File: config.mk
export PLATFORM = sky130hd
export DESIGN_NAME = sha1_message_digest_unit_flat
export DESIGN_NICKNAME = d
export VERILOG_FILES = /design/src/sha1_pkg.sv /design/src/sha1_if.sv /design/src/sha1_message_digest_unit.sv /design/src/flat_wrapper.sv
export SDC_FILE = /design/constraint.sdc
export NUM_CORES = 2
export LEC_CHECK = 0
export ABC_AREA = 1
export BUFFER_PORTS_ARGS = -buffer_cell sky130_fd_sc_hd__buf_2
export CAP_MARGIN = 10
export CORE_MARGIN = 2
export CORE_UTILIZATION = 30
export CTS_CLUSTER_SIZE = 24
export DETAILED_ROUTE_END_ITERATION = 16
export GPL_ROUTABILITY_DRIVEN = 0
export PLACE_DENSITY = 0.46
export SYNTH_ARGS = -nofsm -noshare
export SYNTH_HDL_FRONTEND = slang
export SYNTH_SLANG_ARGS = --single-unit
File: constraint.sdc
create_clock -name clk -period 11.45 [get_ports clk]
set_input_delay 1.145 -clock clk [delete_from_list [all_inputs] [get_ports clk]]
set_output_delay 1.145 -clock clk [all_outputs]
set_load 0.05 [all_outputs]
File: src/sha1_pkg.sv
// ----------------------------------------------------------------------------
// sha1_pkg
// Shared types and constants of the SHA-1 digest unit.
// ----------------------------------------------------------------------------
package sha1_pkg;

  localparam logic [31:0] K0 = 32'h5A827999;
  localparam logic [31:0] K1 = 32'h6ED9EBA1;
  localparam logic [31:0] K2 = 32'h8F1BBCDC;
  localparam logic [31:0] K3 = 32'hCA62C1D6;

  localparam logic [31:0] IV0 = 32'h67452301;
  localparam logic [31:0] IV1 = 32'hEFCDAB89;
  localparam logic [31:0] IV2 = 32'h98BADCFE;
  localparam logic [31:0] IV3 = 32'h10325476;
  localparam logic [31:0] IV4 = 32'hC3D2E1F0;

  localparam logic [7:0] PAD_BYTE = 8'h80;
  localparam logic [5:0] LEN_POS  = 6'd56;

  typedef struct packed {
    logic [7:0] data_byte;
    logic       byte_present;
    logic       end_of_message;
  } in_beat_t;

  typedef struct packed {
    logic [31:0] digest_word;
    logic [2:0]  word_index;
    logic        last_word;
  } out_beat_t;

endpackage

File: src/sha1_if.sv
// ----------------------------------------------------------------------------
// sha1_in_if / sha1_out_if
// Valid/ready channels of the SHA-1 digest unit.
// ----------------------------------------------------------------------------
interface sha1_in_if;
  logic                 valid;
  logic                 ready;
  sha1_pkg::in_beat_t   payload;
  modport source (output valid, output payload, input ready);
  modport sink   (input valid, input payload, output ready);
endinterface

interface sha1_out_if;
  logic                 valid;
  logic                 ready;
  sha1_pkg::out_beat_t  payload;
  modport source (output valid, output payload, input ready);
  modport sink   (input valid, input payload, output ready);
endinterface

File: src/sha1_message_digest_unit.sv
// ----------------------------------------------------------------------------
// sha1_message_digest_unit
// SHA-1 over a byte stream, block buffer kept in one RAM, schedule in registers.
// ----------------------------------------------------------------------------
// Usage:
//   in  : one beat per byte (data_byte valid when byte_present), with
//         end_of_message closing the message after that beat's byte.
//         A beat with neither is accepted and does nothing.
//   out : five digest words, word_index 0..4, last_word on word 4.
// Timing:
//   A byte beat that does not fill the block: RAM read on accept, merge
//   and write back on the next cycle.
//   A byte completing the block starts the compression: the 16 block
//   words are loaded into the schedule window, 80 rounds run at one per
//   cycle, then the chaining add and a decision step. The next beat is
//   taken only after that decision step.
//   An end mark pads one byte at a time through S_PAD and S_WRITE (0x80,
//   zero fill, 8 length bytes), runs one or two compressions, then shows
//   the five words on the output register, one per beat.
// Reset: chaining words to the IV, counts to zero; buffer content is left
//   undefined and every entry is written before it is used.
// Stall: while digest words wait for the receiver the block takes no input.
// ----------------------------------------------------------------------------
module sha1_message_digest_unit (
  input logic clk,
  input logic rst,
  sha1_in_if.sink    in_ch,
  sha1_out_if.source out_ch
);
  import sha1_pkg::*;

  typedef enum logic [6:0] {
    S_IDLE  = 7'b0000001,
    S_WRITE = 7'b0000010,
    S_LOAD  = 7'b0000100,
    S_ROUND = 7'b0001000,
    S_ADD   = 7'b0010000,
    S_PAD   = 7'b0100000,
    S_OUT   = 7'b1000000
  } state_t;

  state_t      state;
  logic [31:0] buf_mem [16];
  logic [31:0] rd_word;
  logic [3:0]  rd_addr;
  logic        wr_en;
  logic [3:0]  wr_addr;
  logic [31:0] wr_word;

  logic [31:0] h [5];
  logic [31:0] a, b, c, d, e;
  logic [31:0] w [16];
  logic [63:0] bit_count;
  logic [63:0] length;
  logic [5:0]  fill;
  logic [6:0]  round;
  logic [4:0]  load_cnt;
  logic [7:0]  cur_byte;
  logic        closing;       // padding in progress
  logic        pad_started;   // 0x80 already queued
  logic        length_phase;  // length bytes being written
  logic        pad_done;      // last length byte written
  logic [2:0]  out_idx;

  // RAM: one write, one registered read
  always_ff @(posedge clk) begin
    if (wr_en) begin
      buf_mem[wr_addr] <= wr_word;
    end
    rd_word <= buf_mem[rd_addr];
  end

  // next pad byte: zero fill, or the length big-endian from byte 56 on
  logic [7:0] pad_byte;
  logic [2:0] lsel;
  always_comb begin
    lsel = 3'd7 - fill[2:0];
    pad_byte = 8'h00;
    if (length_phase || fill == LEN_POS) begin
      pad_byte = length[{lsel, 3'b000} +: 8];
    end
  end

  // byte merge
  logic [4:0] shamt;
  always_comb begin
    shamt   = {2'd3 - fill[1:0], 3'b000};
    wr_addr = fill[5:2];
    wr_word = (rd_word & ~(32'hFF << shamt)) | ({24'd0, cur_byte} << shamt);
    wr_en   = (state == S_WRITE);
    rd_addr = (state == S_LOAD) ? load_cnt[3:0] : fill[5:2];
  end

  // round datapath
  logic [31:0] f, k, t, wnew;
  always_comb begin
    if (round < 7'd20) begin
      f = (b & c) | (~b & d); k = K0;
    end else if (round < 7'd40) begin
      f = b ^ c ^ d; k = K1;
    end else if (round < 7'd60) begin
      f = (b & c) | (b & d) | (c & d); k = K2;
    end else begin
      f = b ^ c ^ d; k = K3;
    end
    t = {a[26:0], a[31:27]} + f + e + k + w[0];
    wnew = w[13] ^ w[8] ^ w[2] ^ w[0];
    wnew = {wnew[30:0], wnew[31]};
  end

  assign in_ch.ready = (state == S_IDLE);

  always_ff @(posedge clk) begin
    if (rst) begin
      state     <= S_IDLE;
      h[0] <= IV0; h[1] <= IV1; h[2] <= IV2; h[3] <= IV3; h[4] <= IV4;
      bit_count <= '0;
      fill      <= '0;
      closing   <= 1'b0;
      pad_started  <= 1'b0;
      length_phase <= 1'b0;
      pad_done     <= 1'b0;
      out_ch.valid <= 1'b0;
      out_idx   <= '0;
      round     <= '0;
      load_cnt  <= '0;
    end else begin
      case (state)
        S_IDLE: begin
          if (in_ch.valid) begin
            closing      <= in_ch.payload.end_of_message;
            pad_started  <= 1'b0;
            length_phase <= 1'b0;
            pad_done     <= 1'b0;
            length  <= bit_count + (in_ch.payload.byte_present ? 64'd8 : 64'd0);
            if (in_ch.payload.byte_present) begin
              bit_count <= bit_count + 64'd8;
              cur_byte  <= in_ch.payload.data_byte;
              state     <= S_WRITE;
            end else if (in_ch.payload.end_of_message) begin
              // empty tail: go straight to padding
              state <= S_PAD;
            end
          end
        end
        S_WRITE: begin
          fill <= fill + 6'd1;
          if (length_phase && fill == 6'd63) begin
            pad_done <= 1'b1;
          end
          if (fill == 6'd63) begin
            load_cnt <= '0;
            state    <= S_LOAD;
          end else if (closing) begin
            state <= S_PAD;
          end else begin
            state <= S_IDLE;
          end
        end
        S_LOAD: begin
          // registered read: word n arrives at count n+1
          if (load_cnt != 5'd0) begin
            w[load_cnt[3:0] - 4'd1] <= rd_word;
          end
          load_cnt <= load_cnt + 5'd1;
          if (load_cnt == 5'd16) begin
            a <= h[0]; b <= h[1]; c <= h[2]; d <= h[3]; e <= h[4];
            round <= '0;
            state <= S_ROUND;
          end
        end
        S_ROUND: begin
          a <= t; b <= a; c <= {b[1:0], b[31:2]}; d <= c; e <= d;
          for (int i = 0; i < 15; i++) begin
            w[i] <= w[i+1];
          end
          w[15] <= wnew;
          round <= round + 7'd1;
          if (round == 7'd79) begin
            state <= S_ADD;
          end
        end
        S_ADD: begin
          h[0] <= h[0] + a; h[1] <= h[1] + b; h[2] <= h[2] + c;
          h[3] <= h[3] + d; h[4] <= h[4] + e;
          state <= S_PAD;
        end
        S_PAD: begin
          // back to idle if not closing, else pick the next padding byte or hand over to the output
          if (!closing) begin
            state <= S_IDLE;
          end else if (pad_done) begin
            out_idx      <= '0;
            out_ch.valid <= 1'b1;
            state        <= S_OUT;
          end else begin
            if (!pad_started) begin
              cur_byte    <= PAD_BYTE;
              pad_started <= 1'b1;
            end else begin
              cur_byte <= pad_byte;
              if (fill == LEN_POS) begin
                length_phase <= 1'b1;
              end
            end
            state <= S_WRITE;
          end
        end
        S_OUT: begin
          if (out_ch.ready) begin
            if (out_idx == 3'd4) begin
              out_idx      <= '0;
              out_ch.valid <= 1'b0;
              h[0] <= IV0; h[1] <= IV1; h[2] <= IV2; h[3] <= IV3; h[4] <= IV4;
              bit_count <= '0;
              fill      <= '0;
              closing   <= 1'b0;
              state     <= S_IDLE;
            end else begin
              out_idx <= out_idx + 3'd1;
            end
          end
        end
        default: state <= S_IDLE;
      endcase
    end
  end

  always_comb begin
    out_ch.payload.digest_word = h[out_idx];
    out_ch.payload.word_index  = out_idx;
    out_ch.payload.last_word   = (out_idx == 3'd4);
  end

endmodule

File: src/flat_wrapper.sv
// flat-port wrapper written by rule: the top's interface ports become plain ports
module sha1_message_digest_unit_flat import sha1_pkg::*;
  (clk, rst, in_ch_valid, in_ch_payload, in_ch_ready, out_ch_valid, out_ch_payload, out_ch_ready);
  sha1_in_if in_ch_i ();
  sha1_out_if out_ch_i ();
  input logic clk;
  input logic rst;
  input wire logic [$bits(in_ch_i.valid)-1:0] in_ch_valid;
  input wire logic [$bits(in_ch_i.payload)-1:0] in_ch_payload;
  output wire logic [$bits(in_ch_i.ready)-1:0] in_ch_ready;
  output wire logic [$bits(out_ch_i.valid)-1:0] out_ch_valid;
  output wire logic [$bits(out_ch_i.payload)-1:0] out_ch_payload;
  input wire logic [$bits(out_ch_i.ready)-1:0] out_ch_ready;
  assign in_ch_i.valid = in_ch_valid;
  assign in_ch_i.payload = in_ch_payload;
  assign in_ch_ready = in_ch_i.ready;
  assign out_ch_valid = out_ch_i.valid;
  assign out_ch_payload = out_ch_i.payload;
  assign out_ch_i.ready = out_ch_ready;
  sha1_message_digest_unit u_core (.clk(clk), .rst(rst), .in_ch(in_ch_i), .out_ch(out_ch_i));
endmodule
After elaboration in Yosys (flattened, before gate mapping)
Memories as Yosys holds them, arrays and structs flattened. A register that Yosys moved wholly into a read port is not among the register bits.
Cells that the tools add are included.
{"block": "totals", "register_bits": 329, "mem_bits_rw": 1184, "in_bits": 14, "output_inout_bits": 38, "mem_count": 3}
{"name": "u_core.buf_mem", "words": 16, "word_bits": 32, "rd": 1, "rd_ports_with_merged_regs": 1, "write_ports": 1, "line_no": "sha1_message_digest_unit.sv:43", "source": "logic [31:0] buf_mem [16];"}
{"name": "u_core.w", "words": 16, "word_bits": 32, "rd": 16, "rd_ports_with_merged_regs": 0, "write_ports": 16, "line_no": "sha1_message_digest_unit.sv:52", "source": "logic [31:0] w [16];"}
{"name": "u_core.h", "words": 5, "word_bits": 32, "rd": 6, "rd_ports_with_merged_regs": 1, "write_ports": 5, "line_no": "sha1_message_digest_unit.sv:50", "source": "logic [31:0] h [5];"}
{"block": "op_classes", "n_addsub": 18, "n_lt_le_gt_ge": 3, "eq_ne": 26, "n_shift": 3, "n_mux": 106, "bitwise": 27, "n_reduce_logical": 25}
{"op": "$mux 32", "n": 21}
{"op": "$pmux 32 s2", "n": 5}
{"op": "$add 32x32->32", "n": 9}
{"op": "$mux 64", "n": 4}
{"op": "$and 32x32->32", "n": 5}
{"op": "$xor 32x32->32", "n": 5}
{"op": "$or 32x32->32", "n": 4}
{"op": "$pmux 64 s2", "n": 1}
{"op": "$mux 7", "n": 11}
{"op": "$add 64x4->64 const B", "n": 1}
{"op": "$add 64x64->64", "n": 1}
{"op": "$not 32->32", "n": 2}
{"op": "$shiftx 64x7->8", "n": 1}
{"op": "$pmux 7 s7", "n": 1}
{"op": "$mux 8", "n": 6}
{"op": "$mux 1", "n": 33}
{"op": "$reduce_or 32->1", "n": 1}
{"op": "$shl 8x5->32", "n": 1}
{"op": "$shl 8x5->32 const A", "n": 1}
{"op": "$mux 31", "n": 1}
{"op": "$mux 3", "n": 6}
{"op": "$mux 6", "n": 3}
{"op": "$reduce_and 6->1", "n": 3}
{"op": "$ne 2x2->1 const B", "n": 8}
{"op": "other kinds (39)", "n": 74}

Longest topological paths before layout
{"block": "depth", "word_depth": 11, "depth_mapped": 27}

Worst setup path after synthesis
OpenSTA, ideal clock, no wires.
{"block": "synth_path", "kind": "input-to-reg", "startpoint": "in rst", "endpoint": "reg u_core.a[0] (enable)", "setup_time_ns": 0.733, "arrival_time_ns": 9.251, "t_required_ns": 10.717, "setup_slack_ns": 1.465, "cell_stages": 3, "path_cell_list": "clkbuf_1 > clkbuf_1 > a21oi_1"}
{"block": "synth_via", "elab_chain_cells": 2}
{"item": "from (decl)", "line_no": "flat_wrapper.sv:7", "source": "input logic rst;"}
{"item": "$not 1->1 (no source line)"}
{"item": "$reduce_and 3->1 (no source line)"}
{"item": "to (signal assigned)", "line_no": "sha1_message_digest_unit.sv:167", "source": "a <= h[0]; b <= h[1]; c <= h[2]; d <= h[3]; e <= h[4];"}
{"item": "to (decl)", "line_no": "sha1_message_digest_unit.sv:51", "source": "logic [31:0] a, b, c, d, e;"}
Every way passes these cells.
A chain may end at the register's enable or synchronous reset.

Worst setup path in the final report
{"block": "layout_path", "startpoint": "reg u_core.round[3]", "endpoint": "reg u_core.a[17], data pin"}
{"block": "layout_via", "elab_chain_cells": 9, "elab_cells_between_ends": 14}
{"item": "from (decl)", "line_no": "sha1_message_digest_unit.sv:56", "source": "logic [6:0] round;"}
{"item": "from (signal assigned)", "line_no": "sha1_message_digest_unit.sv:178", "source": "round <= round + 7'd1;"}
{"item": "$lt 7x6->1", "line_no": "sha1_message_digest_unit.sv:101", "source": "end else if (round < 7'd60) begin"}
{"item": "$mux 32", "line_no": "sha1_message_digest_unit.sv:101"}
{"item": "$mux 32", "line_no": "sha1_message_digest_unit.sv:99", "source": "end else if (round < 7'd40) begin"}
{"item": "$mux 32", "line_no": "sha1_message_digest_unit.sv:97", "source": "if (round < 7'd20) begin"}
{"item": "$add 32x32->32 (2 in a row)", "line_no": "sha1_message_digest_unit.sv:106", "source": "t = {a[26:0], a[31:27]} + f + e + k + w[0];"}
{"item": "$add 32x32->32 * (2 in a row)", "line_no": "sha1_message_digest_unit.sv:106"}
{"item": "$pmux 32 s2 *", "line_no": "sha1_message_digest_unit.sv:128", "source": "case (state)"}
Mark *: on every way between the ends. The rest lies on a longest branch, timed or not.

==> results.sh <==
export IMPL_grt_use_total=0.2116
export IMPL_cts_clk_slew_worst_paths_ps=70
export IMPL_clk_latency_ps=900
export IMPL_power_leakage_nw=36.36
export IMPL_io_buffers=51
export IMPL_finalSetupViolations=0
export IMPL_cp_slowest_cell="nand3_2"
export IMPL_io_pins=52
export IMPL_required_ps=12030
export IMPL_grt_max_degree=226
export IMPL_die_area_mm2=0.2809
export IMPL_period_share=0.5608
export IMPL_cts_tree="done"
export IMPL_fill_cells=28640
export IMPL_peakVddDrop_v=0.0001446
export IMPL_multi_input_area_mm2=0.03324
export IMPL_areaGrowthSynthToFinish_pct=12.57
export IMPL_synth_common_cells="2910 x nand2_1, 1413 x edfxtp_1, 914 x inv_1"
export IMPL_wirelength_um=302500
export IMPL_skew_ps=112.2
export IMPL_clockBufferDepth=4
export IMPL_worst_pin_slew_ps=1371
export IMPL_synth_area_per_cell_um2=8.993
export IMPL_cp_endpoint="u_core.a[17]$_DFFE_PP_"
export IMPL_synth_area_leaders="edfxtp_1 51%, nand2_1 13%, nand3_1 5.1%"
export IMPL_cap_violations=0
export IMPL_antenna_found_initial=9
export IMPL_cts_sinks=1542
export IMPL_crit_type="reg2reg"
export IMPL_setup_tns_final_ps=0
export IMPL_cp_end_kind="register"
export IMPL_cp_start_kind="register"
export IMPL_rsz0062_at_grt="false"
export IMPL_hold_buffers=0
export IMPL_core_mm2=0.2758
export IMPL_rows=193
export IMPL_cts_setup_buffers=0
export IMPL_synth_seq_cells=1542
export IMPL_syn_area_mm2=0.08301
export IMPL_seq_area_mm2=0.04502
export IMPL_status="finished, final reports clean"
export IMPL_critPathLaunch="u_core.round[3]$_SDFFE_PP0P_"
export IMPL_p_per_area_mw_per_mm2=154.1
export IMPL_drive_gt1_frac=0.06072
export IMPL_num_vias=66040
export IMPL_grt_pass1_wl_um=440800
export IMPL_slowest_delay_ps=700
export IMPL_wl_per_cell_um=23.16
export IMPL_relSlewSlack=0.08205
export IMPL_max_freq_mhz=155.7
export IMPL_hpwl_um=203400
export IMPL_synth_edf_count=1413
export IMPL_htree_num_levels=4
export IMPL_async_flop_share=0
export IMPL_cts_made_buffers=188
export IMPL_hp_class="reg2reg"
export IMPL_crit_chain="nor2_1 > nor2_1 > nand3_2 > nand2_1 > buf_4 > o22ai_1 > a21oi_1 > fa_1 > inv_1 > fa_1 > fa_1 > inv_1 > ha_1 > inv_1 > fa_1 > o21bai_1 > inv_1 > o21bai_1 > nand3_1 > nand2_1 > nand2_1 > nand3_1 > o21ai_0"
export IMPL_placed_cell_area_mm2=0.08749
export IMPL_cp_arrival_ps=7000
export IMPL_timing_rr_end="u_core.a[17]$_DFFE_PP_"
export IMPL_root_buffer="clkbuf_16"
export IMPL_synth_cells=9231
export IMPL_yosysTopAreaCell="edfxtp_1"
export IMPL_initial_core_util=0.3010
export IMPL_drc_errors=0
export IMPL_yosys_warnings=0
export IMPL_r2r_start="u_core.round[3]$_SDFFE_PP0P_"
export IMPL_drtPass1Iterations=6
export IMPL_critPathMaxFanout=36
export IMPL_grt_pass1_vias=63070
export IMPL_ys_flop_type="edfxtp_1"
export IMPL_placed_cells=12730
export IMPL_grt_overflow_total=0
export IMPL_viasPerCell=5.055
export IMPL_die_h_um=530.0
export IMPL_synth_distinct_cells=51
export IMPL_ant_nets=0
export IMPL_rrSetupSlack_ps=5030
export IMPL_drtIter0Drc=6694
export IMPL_r2r_cells=23
export IMPL_yosysMostFrequentCell="nand2_1"
export IMPL_syn_nets=9605
export IMPL_final_hold_violation_count=0
export IMPL_cts_resized=0
export IMPL_die_width_um=530.0
export IMPL_synth_top_cell_area_share=0.5111
export IMPL_nNetsFinal=9591
export IMPL_slew_violations=0
export IMPL_period_minus_slack_ps=6421
export IMPL_final_cells=13060
export IMPL_synth_yosys_seq_area_share=0.5423
export IMPL_finalInstanceArea_mm2=0.09344
## worst min-delay path by stage
stage,start,to,slack (ps),cells after the start
after floorplan,u_core.pad_started$_SDFFE_PP0P_,u_core.pad_started$_SDFFE_PP0P_,430,2
after global placement,u_core.pad_started$_SDFFE_PP0P_,u_core.pad_started$_SDFFE_PP0P_,440,2
after detailed placement,u_core.pad_started$_SDFFE_PP0P_,u_core.pad_started$_SDFFE_PP0P_,450,2
after CTS,u_core.pad_started$_SDFFE_PP0P_,u_core.pad_started$_SDFFE_PP0P_,460,2
after global routing,u_core.pad_started$_SDFFE_PP0P_,u_core.pad_started$_SDFFE_PP0P_,480,2
final,u_core.pad_started$_SDFFE_PP0P_,u_core.pad_started$_SDFFE_PP0P_,460,2
## report_power, final
part,internal (W),leakage (nW),switching [W]
Clock,0.00345,2.90,0.00247
Sequential,0.00644,13.7,0.000152
Combinational,0.000498,19.8,0.00139
Total,0.0104,36.4,0.00402
## layer usage
layer | up-vias | track usage | wire length, um
met2 | 2354 | 0.3357 | 137400
met4 | 4 | 0.07536 | 11780
met3 | 520 | 0.03791 | 21500
met5 | - | 0 | 30
li1 | 30790 | - | -
met1 | 32370 | 0.2882 | 131900
## flip-flops by register name, summed over array words and instances, names as in the netlist, 61 cells and up, named ones only
| signal | count |
|---|---|
| u_core.bit_count | 61 |
| u_core.buf_mem | 512 |
| u_core.w | 512 |
| u_core.h | 160 |
| u_core.length | 61 |
## area by class of cell
| type | count | share of cell area |
|---|---|---|
| Clock buffer | 239 | 0.05383 |
| Multi-Input combinational cell | 6391 | 0.3558 |
| Timing Repair Buffer | 164 | 0.01231 |
| Tap cell | 3705 | 0.04961 |
| Inverter | 930 | 0.03741 |
| Sequential cell | 1542 | 0.4817 |
| Clock inverter | 89 | 0.009279 |
| Antenna cell | 3 | 0.00008034 |
## stage by stage
stage                     power, W  worst slack (ps)  hold WS (ps)    util
after CTS                  0.01451              5113         455.9  0.3386
after global placement    0.008577              5175         439.6  0.3173
after floorplan           0.007931              1465         427.1       -
final                      0.01440              5029         460.9  0.3388
after global routing       0.01494              4538         476.6  0.3388
after detailed placement  0.008583              5142         446.5  0.3173
## cells in the final DEF (no fill, tap or decap), types with 28 or more instances in the layout
cell type     n
a21o_1       28
a21oi_1     382
a31oi_1      38
buf_2        50
buf_4       110
clkbuf_1     41
clkbuf_16   191
clkinv_1     33
clkinv_2     34
dfxtp_1     127
edfxtp_1   1413
fa_1        124
ha_1        236
inv_1       911
nand2_1    2906
nand2_2      34
nand3_1     843
nand3b_1     85
nand4_1     113
nor2_1      690
nor3_1       85
o21ai_0     343
o21ai_1      28
o21bai_1     38
o22ai_1      40
or2_2        34
xnor2_1     115
xor2_1       69
## kinds of logic after synthesis
kind of cell / count (synthesis) / share of synthesized area
AND/OR/NAND/NOR: 4858 / 0.2450
flip-flops: 1542 / 0.5423
adder cells (fa/ha/maj): 360 / 0.06548
AO/OA/AOI/OAI: 989 / 0.06543
buffers and inverters: 1298 / 0.06242
XOR/XNOR: 184 / 0.01941
## worst max-delay path, delay by kind of cell, from the launching register on
family / cells / cell delay (ps)
adders and majority gates: 5 / 2040
and+or+nand+nor: 8 / 1770
AOI/OAI and AO/OA: 5 / 1140
buffers and inverters: 5 / 730
DFF: 1 / 420
Note: power is estimated with default switching activity, not from simulation.
